[src/hdl/spi_master_with_fifos_defines.svh]
// ----------------------------------------------------------------------------
// spi_master_with_fifos_defines
// Assertion macros used by the queue of the serial-port master RTL.
// ----------------------------------------------------------------------------
`ifndef SPI_MASTER_WITH_FIFOS_DEFINES_SVH
`define SPI_MASTER_WITH_FIFOS_DEFINES_SVH

`ifndef SYNTHESIS

// Check a property on each clock edge outside reset
`define SPIMF_ASSERT(label, clk, rstn, prop) \
    label: assert property (@(posedge clk) disable iff (!rstn) prop) \
        else $error("spimf: assertion failed");

// Check a property on each clock edge, reset included
`define SPIMF_ASSERT_ALWAYS(label, clk, prop) \
    label: assert property (@(posedge clk) prop) \
        else $error("spimf: assertion failed");

`else

`define SPIMF_ASSERT(label, clk, rstn, prop)
`define SPIMF_ASSERT_ALWAYS(label, clk, prop)

`endif

`endif

[src/hdl/spimf_pkg.sv]
// ----------------------------------------------------------------------------
// spimf_pkg
// Types, codes and constants of the serial-port master with queues.
// ----------------------------------------------------------------------------
`timescale 1ns / 1ps

package spimf_pkg;

    // Queue geometry
    localparam int QUEUE_DEPTH_DEF = 8;
    localparam int WORD_W          = 16;
    localparam int LEVEL_THRESH    = 4;

    // Last valid register byte offset
    localparam logic [5:0] LAST_OFFSET = 6'h24;

    // Item kinds
    typedef enum logic [1:0] {
        ACT_TICK  = 2'd0,
        ACT_READ  = 2'd1,
        ACT_WRITE = 2'd2
    } action_t;

    // Bus access sizes
    typedef enum logic [1:0] {
        SZ_BYTE = 2'd0,
        SZ_HALF = 2'd1,
        SZ_WORD = 2'd2
    } size_t;

    // Queue error codes
    typedef enum logic [1:0] {
        FERR_NONE     = 2'd0,
        FERR_RX_EMPTY = 2'd1,
        FERR_TX_FULL  = 2'd2
    } fifo_err_t;

    // Register word indexes
    typedef enum logic [3:0] {
        REG_CTRL0    = 4'd0,
        REG_CTRL1    = 4'd1,
        REG_DATA     = 4'd2,
        REG_STATUS   = 4'd3,
        REG_PRESCALE = 4'd4,
        REG_IMASK    = 4'd5,
        REG_RAW      = 4'd6,
        REG_MASKED   = 4'd7,
        REG_CLEAR    = 4'd8,
        REG_DMA      = 4'd9
    } reg_idx_t;

    // Controller states
    typedef enum logic [1:0] {
        ST_IDLE  = 2'd0,
        ST_FETCH = 2'd1,
        ST_EXEC  = 2'd2
    } state_t;

    // Controller to datapath commands
    typedef struct packed {
        logic capture;
        logic fetch;
        logic exec;
    } ctrl_cmd_t;

    // Datapath to controller status
    typedef struct packed {
        logic out_free;
    } dp_sts_t;

endpackage

[src/hdl/spimf_fifo.sv]
// ----------------------------------------------------------------------------
// spimf_fifo
// Circular word queue in a memory with a registered head read.
// ----------------------------------------------------------------------------
`timescale 1ns / 1ps
`include "spi_master_with_fifos_defines.svh"

module spimf_fifo #(
    parameter int DEPTH = spimf_pkg::QUEUE_DEPTH_DEF,
    localparam int CW   = $clog2(DEPTH + 1)
) (
    input  logic                        aclk,
    input  logic                        aresetn,
    input  logic                        push,
    input  logic [spimf_pkg::WORD_W-1:0] push_data,
    input  logic                        pop,
    input  logic                        rd_en,
    output logic [spimf_pkg::WORD_W-1:0] rd_data,
    output logic [CW-1:0]               count
);
    import spimf_pkg::*;

    localparam int AW = $clog2(DEPTH);

    logic [WORD_W-1:0] mem [DEPTH];
    logic [AW-1:0]     wr_ptr_reg, wr_ptr_next;
    logic [AW-1:0]     rd_ptr_reg, rd_ptr_next;
    logic [CW-1:0]     count_reg, count_next;
    logic [WORD_W-1:0] rd_data_reg;

    // Advance pointers and count
    always_comb begin
        wr_ptr_next = wr_ptr_reg;
        rd_ptr_next = rd_ptr_reg;
        count_next  = count_reg;
        if (push) begin
            wr_ptr_next = (wr_ptr_reg == AW'(DEPTH - 1)) ? '0 : wr_ptr_reg + 1'b1;
        end
        if (pop) begin
            rd_ptr_next = (rd_ptr_reg == AW'(DEPTH - 1)) ? '0 : rd_ptr_reg + 1'b1;
        end
        if (push && !pop) begin
            count_next = count_reg + 1'b1;
        end else if (pop && !push) begin
            count_next = count_reg - 1'b1;
        end
    end

    always_ff @(posedge aclk) begin
        if (!aresetn) begin
            wr_ptr_reg <= '0;
            rd_ptr_reg <= '0;
            count_reg  <= '0;
        end else begin
            wr_ptr_reg <= wr_ptr_next;
            rd_ptr_reg <= rd_ptr_next;
            count_reg  <= count_next;
        end
    end

    // Write the tail entry
    always_ff @(posedge aclk) begin
        if (push) begin
            mem[wr_ptr_reg] <= push_data;
        end
    end

    // Read the head entry
    always_ff @(posedge aclk) begin
        if (rd_en) begin
            rd_data_reg <= mem[rd_ptr_reg];
        end
    end

    assign rd_data = rd_data_reg;
    assign count   = count_reg;

    `SPIMF_ASSERT(a_count_bound, aclk, aresetn, count_reg <= CW'(DEPTH))
    `SPIMF_ASSERT(a_no_pop_empty, aclk, aresetn, pop |-> count_reg != '0)
    `SPIMF_ASSERT(a_no_push_full, aclk, aresetn, push |-> count_reg != CW'(DEPTH))

endmodule

[src/hdl/spimf_ctrl.sv]
// ----------------------------------------------------------------------------
// spimf_ctrl
// Sequencer: capture an item, fetch queue heads, execute into the result.
// ----------------------------------------------------------------------------
`timescale 1ns / 1ps

module spimf_ctrl (
    input  logic                  aclk,
    input  logic                  aresetn,
    input  logic                  s_valid,
    output logic                  s_ready,
    input  spimf_pkg::dp_sts_t    sts,
    output spimf_pkg::ctrl_cmd_t  cmd
);
    import spimf_pkg::*;

    state_t state_reg, state_next;

    // Next state
    always_comb begin
        state_next = state_reg;
        case (state_reg)
            ST_IDLE: begin
                if (s_valid) begin
                    state_next = ST_FETCH;
                end
            end
            ST_FETCH: begin
                state_next = ST_EXEC;
            end
            ST_EXEC: begin
                if (sts.out_free) begin
                    state_next = ST_IDLE;
                end
            end
            default: begin
                state_next = ST_IDLE;
            end
        endcase
    end

    // Commands
    always_comb begin
        s_ready     = 1'b0;
        cmd.capture = 1'b0;
        cmd.fetch   = 1'b0;
        cmd.exec    = 1'b0;
        case (state_reg)
            ST_IDLE: begin
                s_ready     = 1'b1;
                cmd.capture = s_valid;
            end
            ST_FETCH: begin
                cmd.fetch = 1'b1;
            end
            ST_EXEC: begin
                cmd.exec = sts.out_free;
            end
            default: begin
                s_ready = 1'b0;
            end
        endcase
    end

    always_ff @(posedge aclk) begin
        if (!aresetn) begin
            state_reg <= ST_IDLE;
        end else begin
            state_reg <= state_next;
        end
    end

endmodule

[src/hdl/spimf_dpath.sv]
// ----------------------------------------------------------------------------
// spimf_dpath
// Register file, bit-rate divider, queues and result register.
// ----------------------------------------------------------------------------
`timescale 1ns / 1ps

module spimf_dpath #(
    parameter int QUEUE_DEPTH = spimf_pkg::QUEUE_DEPTH_DEF
) (
    input  logic                  aclk,
    input  logic                  aresetn,
    input  spimf_pkg::ctrl_cmd_t  cmd,
    output spimf_pkg::dp_sts_t    sts,
    input  logic [1:0]            s_action,
    input  logic [5:0]            s_reg_offset,
    input  logic [1:0]            s_access_size,
    input  logic [31:0]           s_write_data,
    input  logic [15:0]           s_slave_return_data,
    input  logic                  cfg_wr_en,
    input  logic                  cfg_wr_data,
    output logic                  m_valid,
    input  logic                  m_ready,
    output logic [31:0]           m_read_data,
    output logic                  m_access_ok,
    output logic [1:0]            m_fifo_error,
    output logic                  m_irq_line,
    output logic                  m_dma_tx_request,
    output logic                  m_dma_rx_request,
    output logic                  m_shift_valid,
    output logic [15:0]           m_shift_out_word,
    output logic [4:0]            m_shift_bits
);
    import spimf_pkg::*;

    localparam int CW = $clog2(QUEUE_DEPTH + 1);

    // Captured item
    logic [1:0]  act_reg;
    logic [5:0]  off_reg;
    logic [1:0]  size_reg;
    logic [31:0] wdata_reg;
    logic [15:0] slave_reg;

    // Block registers
    logic [15:0] ctrl0_reg, ctrl0_next;
    logic [3:0]  ctrl1_reg, ctrl1_next;
    logic [7:0]  pre_reg, pre_next;
    logic [7:0]  imask_reg, imask_next;
    logic [3:0]  raw_reg, raw_next;
    logic [1:0]  dmaen_reg, dmaen_next;
    logic [15:0] brc_reg, brc_next;
    logic        dma_present_reg;
    logic [15:0] reload_reg;
    logic [16:0] reload_prod;

    // Queue interface
    logic              tx_push, tx_pop, rx_push, rx_pop;
    logic [WORD_W-1:0] tx_head, rx_head, rx_wdata;
    logic [CW-1:0]     tx_cnt, rx_cnt, tx_post, rx_post;

    // Step working values
    logic        is_acc, is_wr, ok, recomp, sv;
    logic [31:0] wval, rd;
    logic [15:0] sw, brc_cur;
    fifo_err_t   ferr;
    reg_idx_t    idx;

    // Result register
    logic        m_valid_reg;
    logic [31:0] rd_out_reg;
    logic        ok_out_reg, irq_out_reg, dtx_out_reg, drx_out_reg, sv_out_reg;
    logic [1:0]  ferr_out_reg;
    logic [15:0] sw_out_reg;
    logic [4:0]  bits_out_reg;

    spimf_fifo #(.DEPTH(QUEUE_DEPTH)) u_tx_fifo (
        .aclk      (aclk),
        .aresetn   (aresetn),
        .push      (tx_push),
        .push_data (wval[WORD_W-1:0]),
        .pop       (tx_pop),
        .rd_en     (cmd.fetch),
        .rd_data   (tx_head),
        .count     (tx_cnt)
    );

    spimf_fifo #(.DEPTH(QUEUE_DEPTH)) u_rx_fifo (
        .aclk      (aclk),
        .aresetn   (aresetn),
        .push      (rx_push),
        .push_data (rx_wdata),
        .pop       (rx_pop),
        .rd_en     (cmd.fetch),
        .rd_data   (rx_head),
        .count     (rx_cnt)
    );

    // Hold the accepted item
    always_ff @(posedge aclk) begin
        if (cmd.capture) begin
            act_reg   <= s_action;
            off_reg   <= s_reg_offset;
            size_reg  <= s_access_size;
            wdata_reg <= s_write_data;
            slave_reg <= s_slave_return_data;
        end
    end

    // Divider reload value, registered during the fetch cycle
    assign reload_prod = 17'({1'b0, ctrl0_reg[15:8]} + 9'd1) * 17'(pre_reg);

    always_ff @(posedge aclk) begin
        if (cmd.fetch) begin
            reload_reg <= (reload_prod[15:0] == 16'd0) ? 16'd1 : reload_prod[15:0];
        end
    end

    // Execute one item against the registers and queues
    always_comb begin
        ctrl0_next = ctrl0_reg;
        ctrl1_next = ctrl1_reg;
        pre_next   = pre_reg;
        imask_next = imask_reg;
        raw_next   = raw_reg;
        dmaen_next = dmaen_reg;
        brc_next   = brc_reg;
        tx_push    = 1'b0;
        tx_pop     = 1'b0;
        rx_push    = 1'b0;
        rx_pop     = 1'b0;
        rx_wdata   = slave_reg;
        rd         = '0;
        ok         = 1'b0;
        ferr       = FERR_NONE;
        sv         = 1'b0;
        sw         = '0;
        recomp     = 1'b0;
        brc_cur    = brc_reg;
        idx        = reg_idx_t'(off_reg[5:2]);
        is_wr      = (act_reg == ACT_WRITE);
        is_acc     = (act_reg inside {ACT_READ, ACT_WRITE}) &&
                     (size_reg inside {SZ_BYTE, SZ_HALF, SZ_WORD}) &&
                     (off_reg[1:0] == 2'b00) && (off_reg <= LAST_OFFSET);

        // Replicate narrow writes across the bus
        case (size_reg)
            SZ_BYTE: wval = {4{wdata_reg[7:0]}};
            SZ_HALF: wval = {2{wdata_reg[15:0]}};
            default: wval = wdata_reg;
        endcase

        if (act_reg == ACT_TICK) begin
            // Count the divider down and shift on expiry
            if (ctrl1_reg[1]) begin
                brc_cur  = (brc_reg == 16'd0) ? reload_reg : brc_reg;
                brc_next = brc_cur - 16'd1;
                if (brc_next == 16'd0) begin
                    if (tx_cnt != '0) begin
                        tx_pop   = 1'b1;
                        sv       = 1'b1;
                        sw       = tx_head;
                        rx_wdata = ctrl1_reg[0] ? tx_head : slave_reg;
                        if (rx_cnt == CW'(QUEUE_DEPTH)) begin
                            raw_next[0] = 1'b1;
                        end else begin
                            rx_push = 1'b1;
                        end
                        recomp = 1'b1;
                    end else if (rx_cnt != '0) begin
                        raw_next[1] = 1'b1;
                        recomp      = 1'b1;
                    end
                end
            end
        end else if (is_acc) begin
            ok = 1'b1;
            case (idx)
                REG_CTRL0: begin
                    if (is_wr) begin
                        ctrl0_next = wval[15:0];
                        recomp     = 1'b1;
                    end else begin
                        rd = 32'(ctrl0_reg);
                    end
                end
                REG_CTRL1: begin
                    if (is_wr) begin
                        ctrl1_next = wval[3:0];
                        recomp     = 1'b1;
                    end else begin
                        rd = 32'(ctrl1_reg);
                    end
                end
                REG_DATA: begin
                    if (is_wr) begin
                        if (tx_cnt == CW'(QUEUE_DEPTH)) begin
                            ferr = FERR_TX_FULL;
                        end else begin
                            tx_push = 1'b1;
                        end
                        recomp = 1'b1;
                    end else if (rx_cnt == '0) begin
                        ferr = FERR_RX_EMPTY;
                    end else begin
                        rd     = 32'(rx_head);
                        rx_pop = 1'b1;
                    end
                end
                REG_STATUS: begin
                    if (is_wr) begin
                        ok = 1'b0;
                    end else begin
                        rd = {27'd0, tx_cnt != '0, rx_cnt == CW'(QUEUE_DEPTH),
                              rx_cnt != '0, tx_cnt != CW'(QUEUE_DEPTH), tx_cnt == '0};
                    end
                end
                REG_PRESCALE: begin
                    if (is_wr) begin
                        pre_next = wval[7:0];
                    end else begin
                        rd = 32'(pre_reg);
                    end
                end
                REG_IMASK: begin
                    if (is_wr) begin
                        imask_next = wval[7:0];
                        recomp     = 1'b1;
                    end else begin
                        rd = 32'(imask_reg);
                    end
                end
                REG_RAW: begin
                    if (is_wr) begin
                        ok = 1'b0;
                    end else begin
                        rd = 32'(raw_reg);
                    end
                end
                REG_MASKED: begin
                    if (is_wr) begin
                        ok = 1'b0;
                    end else begin
                        rd = 32'(raw_reg & imask_reg[3:0]);
                    end
                end
                REG_CLEAR: begin
                    if (is_wr) begin
                        raw_next[1:0] = raw_reg[1:0] & ~wval[1:0];
                        recomp        = 1'b1;
                    end
                end
                REG_DMA: begin
                    if (is_wr) begin
                        dmaen_next = wval[1:0];
                        recomp     = 1'b1;
                    end else begin
                        rd = 32'(dmaen_reg);
                    end
                end
                default: begin
                    ok = 1'b0;
                end
            endcase

            // Truncate reads to the access size
            if (is_wr || !ok) begin
                rd = '0;
            end else if (size_reg == SZ_BYTE) begin
                rd = {24'd0, rd[7:0]};
            end else if (size_reg == SZ_HALF) begin
                rd = {16'd0, rd[15:0]};
            end
        end

        // Queue levels after this item
        tx_post = tx_cnt + CW'(tx_push) - CW'(tx_pop);
        rx_post = rx_cnt + CW'(rx_push) - CW'(rx_pop);

        // Recompute the level bits
        if (recomp) begin
            raw_next[3] = (tx_post < CW'(LEVEL_THRESH));
            raw_next[2] = (rx_post >= CW'(LEVEL_THRESH));
        end

        // Queue updates take effect only when the item executes
        tx_push = tx_push & cmd.exec;
        tx_pop  = tx_pop & cmd.exec;
        rx_push = rx_push & cmd.exec;
        rx_pop  = rx_pop & cmd.exec;
    end

    // Update block registers
    always_ff @(posedge aclk) begin
        if (!aresetn) begin
            ctrl0_reg       <= '0;
            ctrl1_reg       <= '0;
            pre_reg         <= '0;
            imask_reg       <= '0;
            raw_reg         <= '0;
            dmaen_reg       <= '0;
            brc_reg         <= '0;
            dma_present_reg <= 1'b0;
        end else begin
            if (cmd.exec) begin
                ctrl0_reg <= ctrl0_next;
                ctrl1_reg <= ctrl1_next;
                pre_reg   <= pre_next;
                imask_reg <= imask_next;
                raw_reg   <= raw_next;
                dmaen_reg <= dmaen_next;
                brc_reg   <= brc_next;
            end
            if (cfg_wr_en) begin
                dma_present_reg <= cfg_wr_data;
            end
        end
    end

    // Result valid: set on execute, drop when taken
    always_ff @(posedge aclk) begin
        if (!aresetn) begin
            m_valid_reg <= 1'b0;
        end else if (cmd.exec) begin
            m_valid_reg <= 1'b1;
        end else if (m_ready) begin
            m_valid_reg <= 1'b0;
        end
    end

    // Result payload
    always_ff @(posedge aclk) begin
        if (cmd.exec) begin
            rd_out_reg   <= rd;
            ok_out_reg   <= ok;
            ferr_out_reg <= ferr;
            irq_out_reg  <= ((raw_next & imask_next[3:0]) != 4'd0);
            dtx_out_reg  <= dma_present_reg && dmaen_next[1] &&
                            (tx_post < CW'(LEVEL_THRESH));
            drx_out_reg  <= dma_present_reg && dmaen_next[0] &&
                            (rx_post >= CW'(LEVEL_THRESH));
            sv_out_reg   <= sv;
            sw_out_reg   <= sw;
            bits_out_reg <= {1'b0, ctrl0_next[3:0]} + 5'd1;
        end
    end

    assign sts.out_free     = !m_valid_reg || m_ready;
    assign m_valid          = m_valid_reg;
    assign m_read_data      = rd_out_reg;
    assign m_access_ok      = ok_out_reg;
    assign m_fifo_error     = ferr_out_reg;
    assign m_irq_line       = irq_out_reg;
    assign m_dma_tx_request = dtx_out_reg;
    assign m_dma_rx_request = drx_out_reg;
    assign m_shift_valid    = sv_out_reg;
    assign m_shift_out_word = sw_out_reg;
    assign m_shift_bits     = bits_out_reg;

endmodule

[src/hdl/spi_master_with_fifos.sv]
// ----------------------------------------------------------------------------
// spi_master_with_fifos
// Serial-port master with transmit and receive word queues, bus registers,
// bit-rate divider, level interrupt and DMA request outputs.
// ----------------------------------------------------------------------------
// Channel   Dir  Handshake          Payload
// s_        in   s_valid/s_ready    action, reg_offset, access_size,
//                                   write_data, slave_return_data
// m_        out  m_valid/m_ready    read_data, access_ok, fifo_error, irq_line,
//                                   dma requests, shift_valid/word/bits
// cfg_      in   cfg_wr_en          cfg_wr_data (DMA lines present)
//
// An item goes through capture, fetch of both queue heads from the
// registered read port of their memories, then execute into the result
// register. The next item is taken in the cycle after execute, so no new
// item is taken before the last one has executed.
// A result waiting on m_ready does not block the capture of the next item;
// that item waits in execute until the result register is free.
// aresetn is synchronous, active low, clears control state, block registers, queue
// pointers and result valid; queue memory and data registers stay as is.
// ----------------------------------------------------------------------------
`timescale 1ns / 1ps

module spi_master_with_fifos #(
    parameter int QUEUE_DEPTH = spimf_pkg::QUEUE_DEPTH_DEF
) (
    input  logic        aclk,
    input  logic        aresetn,
    input  logic        s_valid,
    output logic        s_ready,
    input  logic [1:0]  s_action,
    input  logic [5:0]  s_reg_offset,
    input  logic [1:0]  s_access_size,
    input  logic [31:0] s_write_data,
    input  logic [15:0] s_slave_return_data,
    input  logic        cfg_wr_en,
    input  logic        cfg_wr_data,
    output logic        m_valid,
    input  logic        m_ready,
    output logic [31:0] m_read_data,
    output logic        m_access_ok,
    output logic [1:0]  m_fifo_error,
    output logic        m_irq_line,
    output logic        m_dma_tx_request,
    output logic        m_dma_rx_request,
    output logic        m_shift_valid,
    output logic [15:0] m_shift_out_word,
    output logic [4:0]  m_shift_bits
);
    import spimf_pkg::*;

    ctrl_cmd_t cmd;
    dp_sts_t   sts;

    spimf_ctrl u_ctrl (
        .aclk    (aclk),
        .aresetn (aresetn),
        .s_valid (s_valid),
        .s_ready (s_ready),
        .sts     (sts),
        .cmd     (cmd)
    );

    spimf_dpath #(.QUEUE_DEPTH(QUEUE_DEPTH)) u_dpath (
        .aclk                (aclk),
        .aresetn             (aresetn),
        .cmd                 (cmd),
        .sts                 (sts),
        .s_action            (s_action),
        .s_reg_offset        (s_reg_offset),
        .s_access_size       (s_access_size),
        .s_write_data        (s_write_data),
        .s_slave_return_data (s_slave_return_data),
        .cfg_wr_en           (cfg_wr_en),
        .cfg_wr_data         (cfg_wr_data),
        .m_valid             (m_valid),
        .m_ready             (m_ready),
        .m_read_data         (m_read_data),
        .m_access_ok         (m_access_ok),
        .m_fifo_error        (m_fifo_error),
        .m_irq_line          (m_irq_line),
        .m_dma_tx_request    (m_dma_tx_request),
        .m_dma_rx_request    (m_dma_rx_request),
        .m_shift_valid       (m_shift_valid),
        .m_shift_out_word    (m_shift_out_word),
        .m_shift_bits        (m_shift_bits)
    );

endmodule

[config.mk]
export PLATFORM = sky130hd
export DESIGN_NAME = spi_master_with_fifos
export DESIGN_NICKNAME = d
export VERILOG_FILES = /design/src/hdl/spimf_pkg.sv /design/src/hdl/spimf_fifo.sv /design/src/hdl/spimf_ctrl.sv /design/src/hdl/spimf_dpath.sv /design/src/hdl/spi_master_with_fifos.sv
export VERILOG_INCLUDE_DIRS = /design/src /design/src/hdl
export SDC_FILE = /design/constraint.sdc
export NUM_CORES = 1
export LEC_CHECK = 0
export ABC_AREA = 1
export BUFFER_PORTS_ARGS = -buffer_cell sky130_fd_sc_hd__buf_2
export CORE_UTILIZATION = 55
export DETAILED_ROUTE_END_ITERATION = 8
export HOLD_SLACK_MARGIN = 0.12
export PLACE_DENSITY = 0.78
export SYNTH_ARGS = -nofsm -noshare
export SYNTH_HDL_FRONTEND = slang
export SYNTH_HIERARCHICAL = 1
export SYNTH_SLANG_ARGS = --single-unit
[constraint.sdc]
create_clock -name aclk -period 7.1 [get_ports aclk]
set_clock_uncertainty 0.05 [all_clocks]
set_input_delay 0.355 -clock aclk [delete_from_list [all_inputs] [get_ports aclk]]
set_output_delay 0.355 -clock aclk [all_outputs]
set_load 0.01 [all_outputs]
# Yosys cells after proc, flatten, opt, wreduce, memory -nomap -nowiden
# Memories as Yosys holds them, arrays and structs flattened. A register that Yosys moved wholly into a read port is not among the register bits.
# Cells that the tools add are included.
# W data, S select, Z words.
# totals
mem_count,2
reg_bits,200
ram_bits,256
input_bits,64
# classes
n_mux,97
mul,1
n_eq_ne,24
magnitude_cmp,3
n_reduce_logical,52
addsub,15
bitwise,11
# memory_table
name,depth,width,rd,rd_ports_with_merged_regs,write_ports,line_no,source
u_dpath.u_rx_fifo.mem,8,16,1,1,1,spimf_fifo.sv:25,logic [WORD_W-1:0] mem [DEPTH];
u_dpath.u_tx_fifo.mem,8,16,1,1,1,spimf_fifo.sv:25,
# op_table
op,n
$pmux W32 S9,1
$mux W16,8
$mux W32,2
$mux W4,14
$logic_not A16 Y1,3
$mux W1,45
$mux W2,16
$pmux W16 S2,1
$mux W8,3
$reduce_and A5 Y1,4
$mul A17 B8 Y16,1
$eq A4 B3 Y1 const B,4
$eq A4 B4 Y1 const B,4
$sub A16 B1 Y16 const B,1
$add A3 B1 Y3 const B,4
$eq A3 B3 Y1 const B,4
$logic_not A4 Y1,3
$mux W3,4
$reduce_bool A4 Y1,3
$logic_and A1 B1 Y1,11
$add A8 B1 Y9 const B,1
$reduce_or A3 Y1,3
$add A4 B1 Y4,2
$add A4 B1 Y4 const B,2
34 further kinds,59

# Depth between registers and ports, before layout
# logic_depth
word_depth,13
mapped_depth,34
ltp_nobuf,32

# Cells and area by module
# Netlist, hierarchy kept.
# modules_own_cells
module,area_per_inst_um2,seq_area_each_um2,cells_each,instances
spimf_fifo,6145.9,4524.3,522,2
spimf_dpath,10342.4,4264.1,1245,1
spimf_ctrl,106.4,40.0,16,1

# Least setup slack after synthesis
# Ideal clock, no wire load.
# synth_timing
path_type,input -> register
from,input m_ready
to,memory u_dpath.u_tx_fifo.mem[0][0] (enable)
arrival_time_ns,5.739
required_time_ns,6.662
path_slack_ns,0.923
setup_ns,0.388
stages,10
path_cell_list,inv_1 > nand2_1 > inv_1 > nor3_1 > inv_1 > clkbuf_1 > nor2_1 > inv_1 > or2_2 > nor2_1
# synth_lines
element,line_no,source
"start, declared",spi_master_with_fifos.sv:39,"input logic m_ready,"
"end, declared",spimf_fifo.sv:25,

# Worst setup path in the final report
# layout_timing
from,register u_dpath.ctrl0_reg[8]
to,"register u_dpath.reload_reg[0], data pin"
# layout_between
elab_chain_len,3
# layout_rtl
element,line_no,source
"start, declared",spimf_dpath.sv:45,"logic [15:0] ctrl0_reg, ctrl0_next;"
"start signal, assigned",spimf_dpath.sv:305,ctrl0_reg <= ctrl0_next;
$add A8 B1 Y9 (*),spimf_dpath.sv:110,"assign reload_prod = 17'({1'b0, ctrl0_reg[15:8]} + 9'd1) * 17'(pre_reg);"
$mul A17 B8 Y16 (*),spimf_dpath.sv:110,
$logic_not A16 Y1,spimf_dpath.sv:114,reload_reg <= (reload_prod[15:0] == 16'd0) ? 16'd1 : reload_prod[15:0];
"end signal, assigned",spimf_dpath.sv:114,
"end, declared",spimf_dpath.sv:53,logic [15:0] reload_reg;
# Mark *: on every way between the ends. The rest lies on a longest branch, timed or not.
# A chain may end at the register's enable or synchronous reset.

==> results.json <==
{
  "nets": 2612,
  "cap_violations": 0,
  "drt_pass1_iterations": 5,
  "slowest_delay_ns": 0.54,
  "insertedDiodeCount": 0,
  "hold_viol": 0,
  "rsz0062_at_grt": "no",
  "p_leak_nw": 10.5,
  "grt_usage_pct": 26.7,
  "yosysSeqAreaShare_pct": 58.7,
  "synth_edf_count": 390,
  "syn_area_um2": 22700,
  "yosys_most_used_dff": "edfxtp_1",
  "ys_types": 51,
  "top_regs": "u_dpath/u_rx_fifo/mem (128), u_dpath/u_tx_fifo/mem (128)",
  "worstSkewPairLatency_ns": 0.60,
  "core_area_um2": 40800,
  "start_util_pct": 55.7,
  "crit_path_start_kind": "flop",
  "die_area_um2": 42200,
  "hpwl_um": 36100,
  "grt_pass1_wl_um": 85800,
  "path_depth": 29,
  "drt.antenna.violating_nets": 0,
  "post_cts_buffers": 0,
  "vias": 16700,
  "fmax_ghz": 0.167,
  "io_buffer_count": 93,
  "clk_path_buf_depth": 3,
  "vias_per_cell": 5.55,
  "synth_area_leaders": "edfxtp_1 (51%), dfxtp_1 (7.2%), nand2_1 (6.9%)",
  "grt_max_degree": 69,
  "cts_max_level": 2,
  "power_density_nw_per_um2": 226,
  "gp_congestion": 0.942,
  "slew_violations": 0,
  "ys_warn_count": 6,
  "rr_worst_depth": 29,
  "die_h_um": 205,
  "period_share_pct": 84.3,
  "outcome": "complete, no violations",
  "path_buf_inv": 6,
  "areaGrowthSynthToFinish_pct": 12.8,
  "wire_per_inst_um": 18.5,
  "syn_avg_cell_area_um2": 9.87,
  "synthTopCellsByCount": "nand2_1 (417), nor2_1 (417), edfxtp_1 (390), inv_1 (272), o21ai_0 (114)",
  "rows": 74,
  "antenna_found_initial": 0,
  "cts_root_buffer": "clkbuf_16",
  "endpoint_kind": "flop",
  "final-setup-viol-count": 0,
  "critPathSlowestCell": "dfxtp_1",
  "utilization_pct": 62.8,
  "clkSinkCount": 472,
  "path_clk_slew_ns": 0.06,
  "hold_class": "input port to flop",
  "setup_tns_ns": 0,
  "cp_top_family": "adder cells",
  "period_minus_slack_ns": 5.98,
  "crit_arrival_ns": 6.25,
  "ctsResizeCount": 0,
  "cts_tree": "yes",
  "worstHoldPathCells": 4,
  "r2r_setup_slack_ns": 1.12,
  "crit_top_cell": "nand2_1",
  "async_flop_share_pct": 0,
  "critical_path_class": "flop to flop",
  "synth-seq-cells": 472,
  "synthCells": 2305,
  "drtIter0Drc": 1440,
  "slew_headroom_pct": 13.5,
  "die_w_um": 205,
  "worstPathRequired_ns": 7.37,
  "cts_hold_buf": 46,
  "drc": 0,
  "synth_top_area_cell": "edfxtp_1",
  "netlist.area_leader.share_pct": 51.5,
  "ioPinCount": 126,
  "ir_drop_v": 0.000254,
  "drive_gt1_share_pct": 10.3,
  "grt_pass1_vias": 16000,
  "worst-path-max-fanout": 9,
  "cts_buffers": 48,
  "worstMarginPinSlew_ns": 1.30,
  "drt-total-wl_um": 55700,
  "overflow": 0
}
[routing by layer]
| metal | vias to the layer above | global-route usage, % | wire (um) |
|---|---|---|---|
| li1 | 7850 | - | - |
| met1 | 8004 | 34.7 | 22100 |
| met2 | 727 | 45.1 | 27300 |
| met3 | 119 | 4.40 | 4420 |
| met4 | 0 | 9.79 | 1820 |
| met5 | - | 0 | 0 |
[placed cells by master, fill, tap and decap left out, types with 8 or more instances in the layout]
master         netlist  layout
dlygate4sd3_1        0      46
buf_4               18      27
nand2_2             11      11
ha_1                63      63
a21oi_1             95      95
nand3_2              8       8
dfxtp_1             82      80
a22oi_1              9       9
conb_1               1      16
clkbuf_1            41      13
clkbuf_16            0      48
nor3_1              12      10
buf_2               21      93
nand4_1              9       9
o21ai_0            114     114
xor2_1              15      15
nand3_1             53      53
nor2_1             417     416
inv_2               11      12
o22ai_1             11      11
nand2_1            417     417
o21ai_1            100     100
edfxtp_1           390     390
xnor2_1              9       9
fa_1                43      43
inv_1              272     271
[area by class of cell]
| type | count | area [um2] |
|---|---|---|
| clock inverter | 24 | 328 |
| tap | 532 | 666 |
| clock buffer | 62 | 1260 |
| inverter | 286 | 1070 |
| timing repair buffer | 166 | 1130 |
| fill | 3145 | 15200 |
| multi-input combinational | 1468 | 7850 |
| sequential | 472 | 13400 |
[cell families after synthesis]
family,after synthesis,share of synthesized area (%)
and+or+nand+nor,962,17.5
DFF,472,58.7
buffers and inverters,380,7.10
AOI/OAI and AO/OA,360,8.54
adders and majority gates,106,7.25
xor gates and xnor gates,24,0.924
other,1,0.0165
[worst reg2reg max path: cells and delay by family, from the launching register on]
family                     cells  cell delay (ns)
AOI/OAI and AO/OA              5             0.77
xor gates and xnor gates       1             0.19
adders and majority gates      5             2.33
buffers and inverters          6             0.54
DFF                            1             0.54
and+or+nand+nor               12             1.32
[metrics by stage]
step	power, mW	setup slack, ns	hold slack, ns	cells	cell area [um2]
after floorplan	3.21	0.923	0.380	2320	22800
after global placement	3.28	1.28	0.394	2878	23600
after detailed placement	3.29	1.15	0.402	2878	23600
after CTS	5.84	1.11	0.276	3010	25700
after global routing	5.97	0.641	0.315	3010	25700
final	5.80	1.12	0.292	3010	25700
[power breakdown]
| group | total [mW] | switching [mW] | internal (mW) | leakage (nW) |
|---|---|---|---|---|
| Combinational | 0.185 | 0.129 | 0.0567 | 5.51 |
| Sequential | 3.07 | 0.0277 | 3.04 | 4.21 |
| Clock | 2.55 | 1.06 | 1.49 | 0.765 |
| Total | 5.80 | 1.22 | 4.58 | 10.5 |
[final timing paths]
| path | startpoint | end |
|---|---|---|
| worst max register to register | u_dpath/ctrl0_reg[8] | u_dpath/reload_reg[0] |
| worst max-delay path | u_dpath/ctrl0_reg[8] | u_dpath/reload_reg[0] |
| worst min register to register | u_dpath/ctrl0_reg[5] | u_dpath/ctrl0_reg[5] |
| worst min-delay path | aresetn | u_dpath/u_rx_fifo/count[1] |
Power figures use the tool's default switching activity.
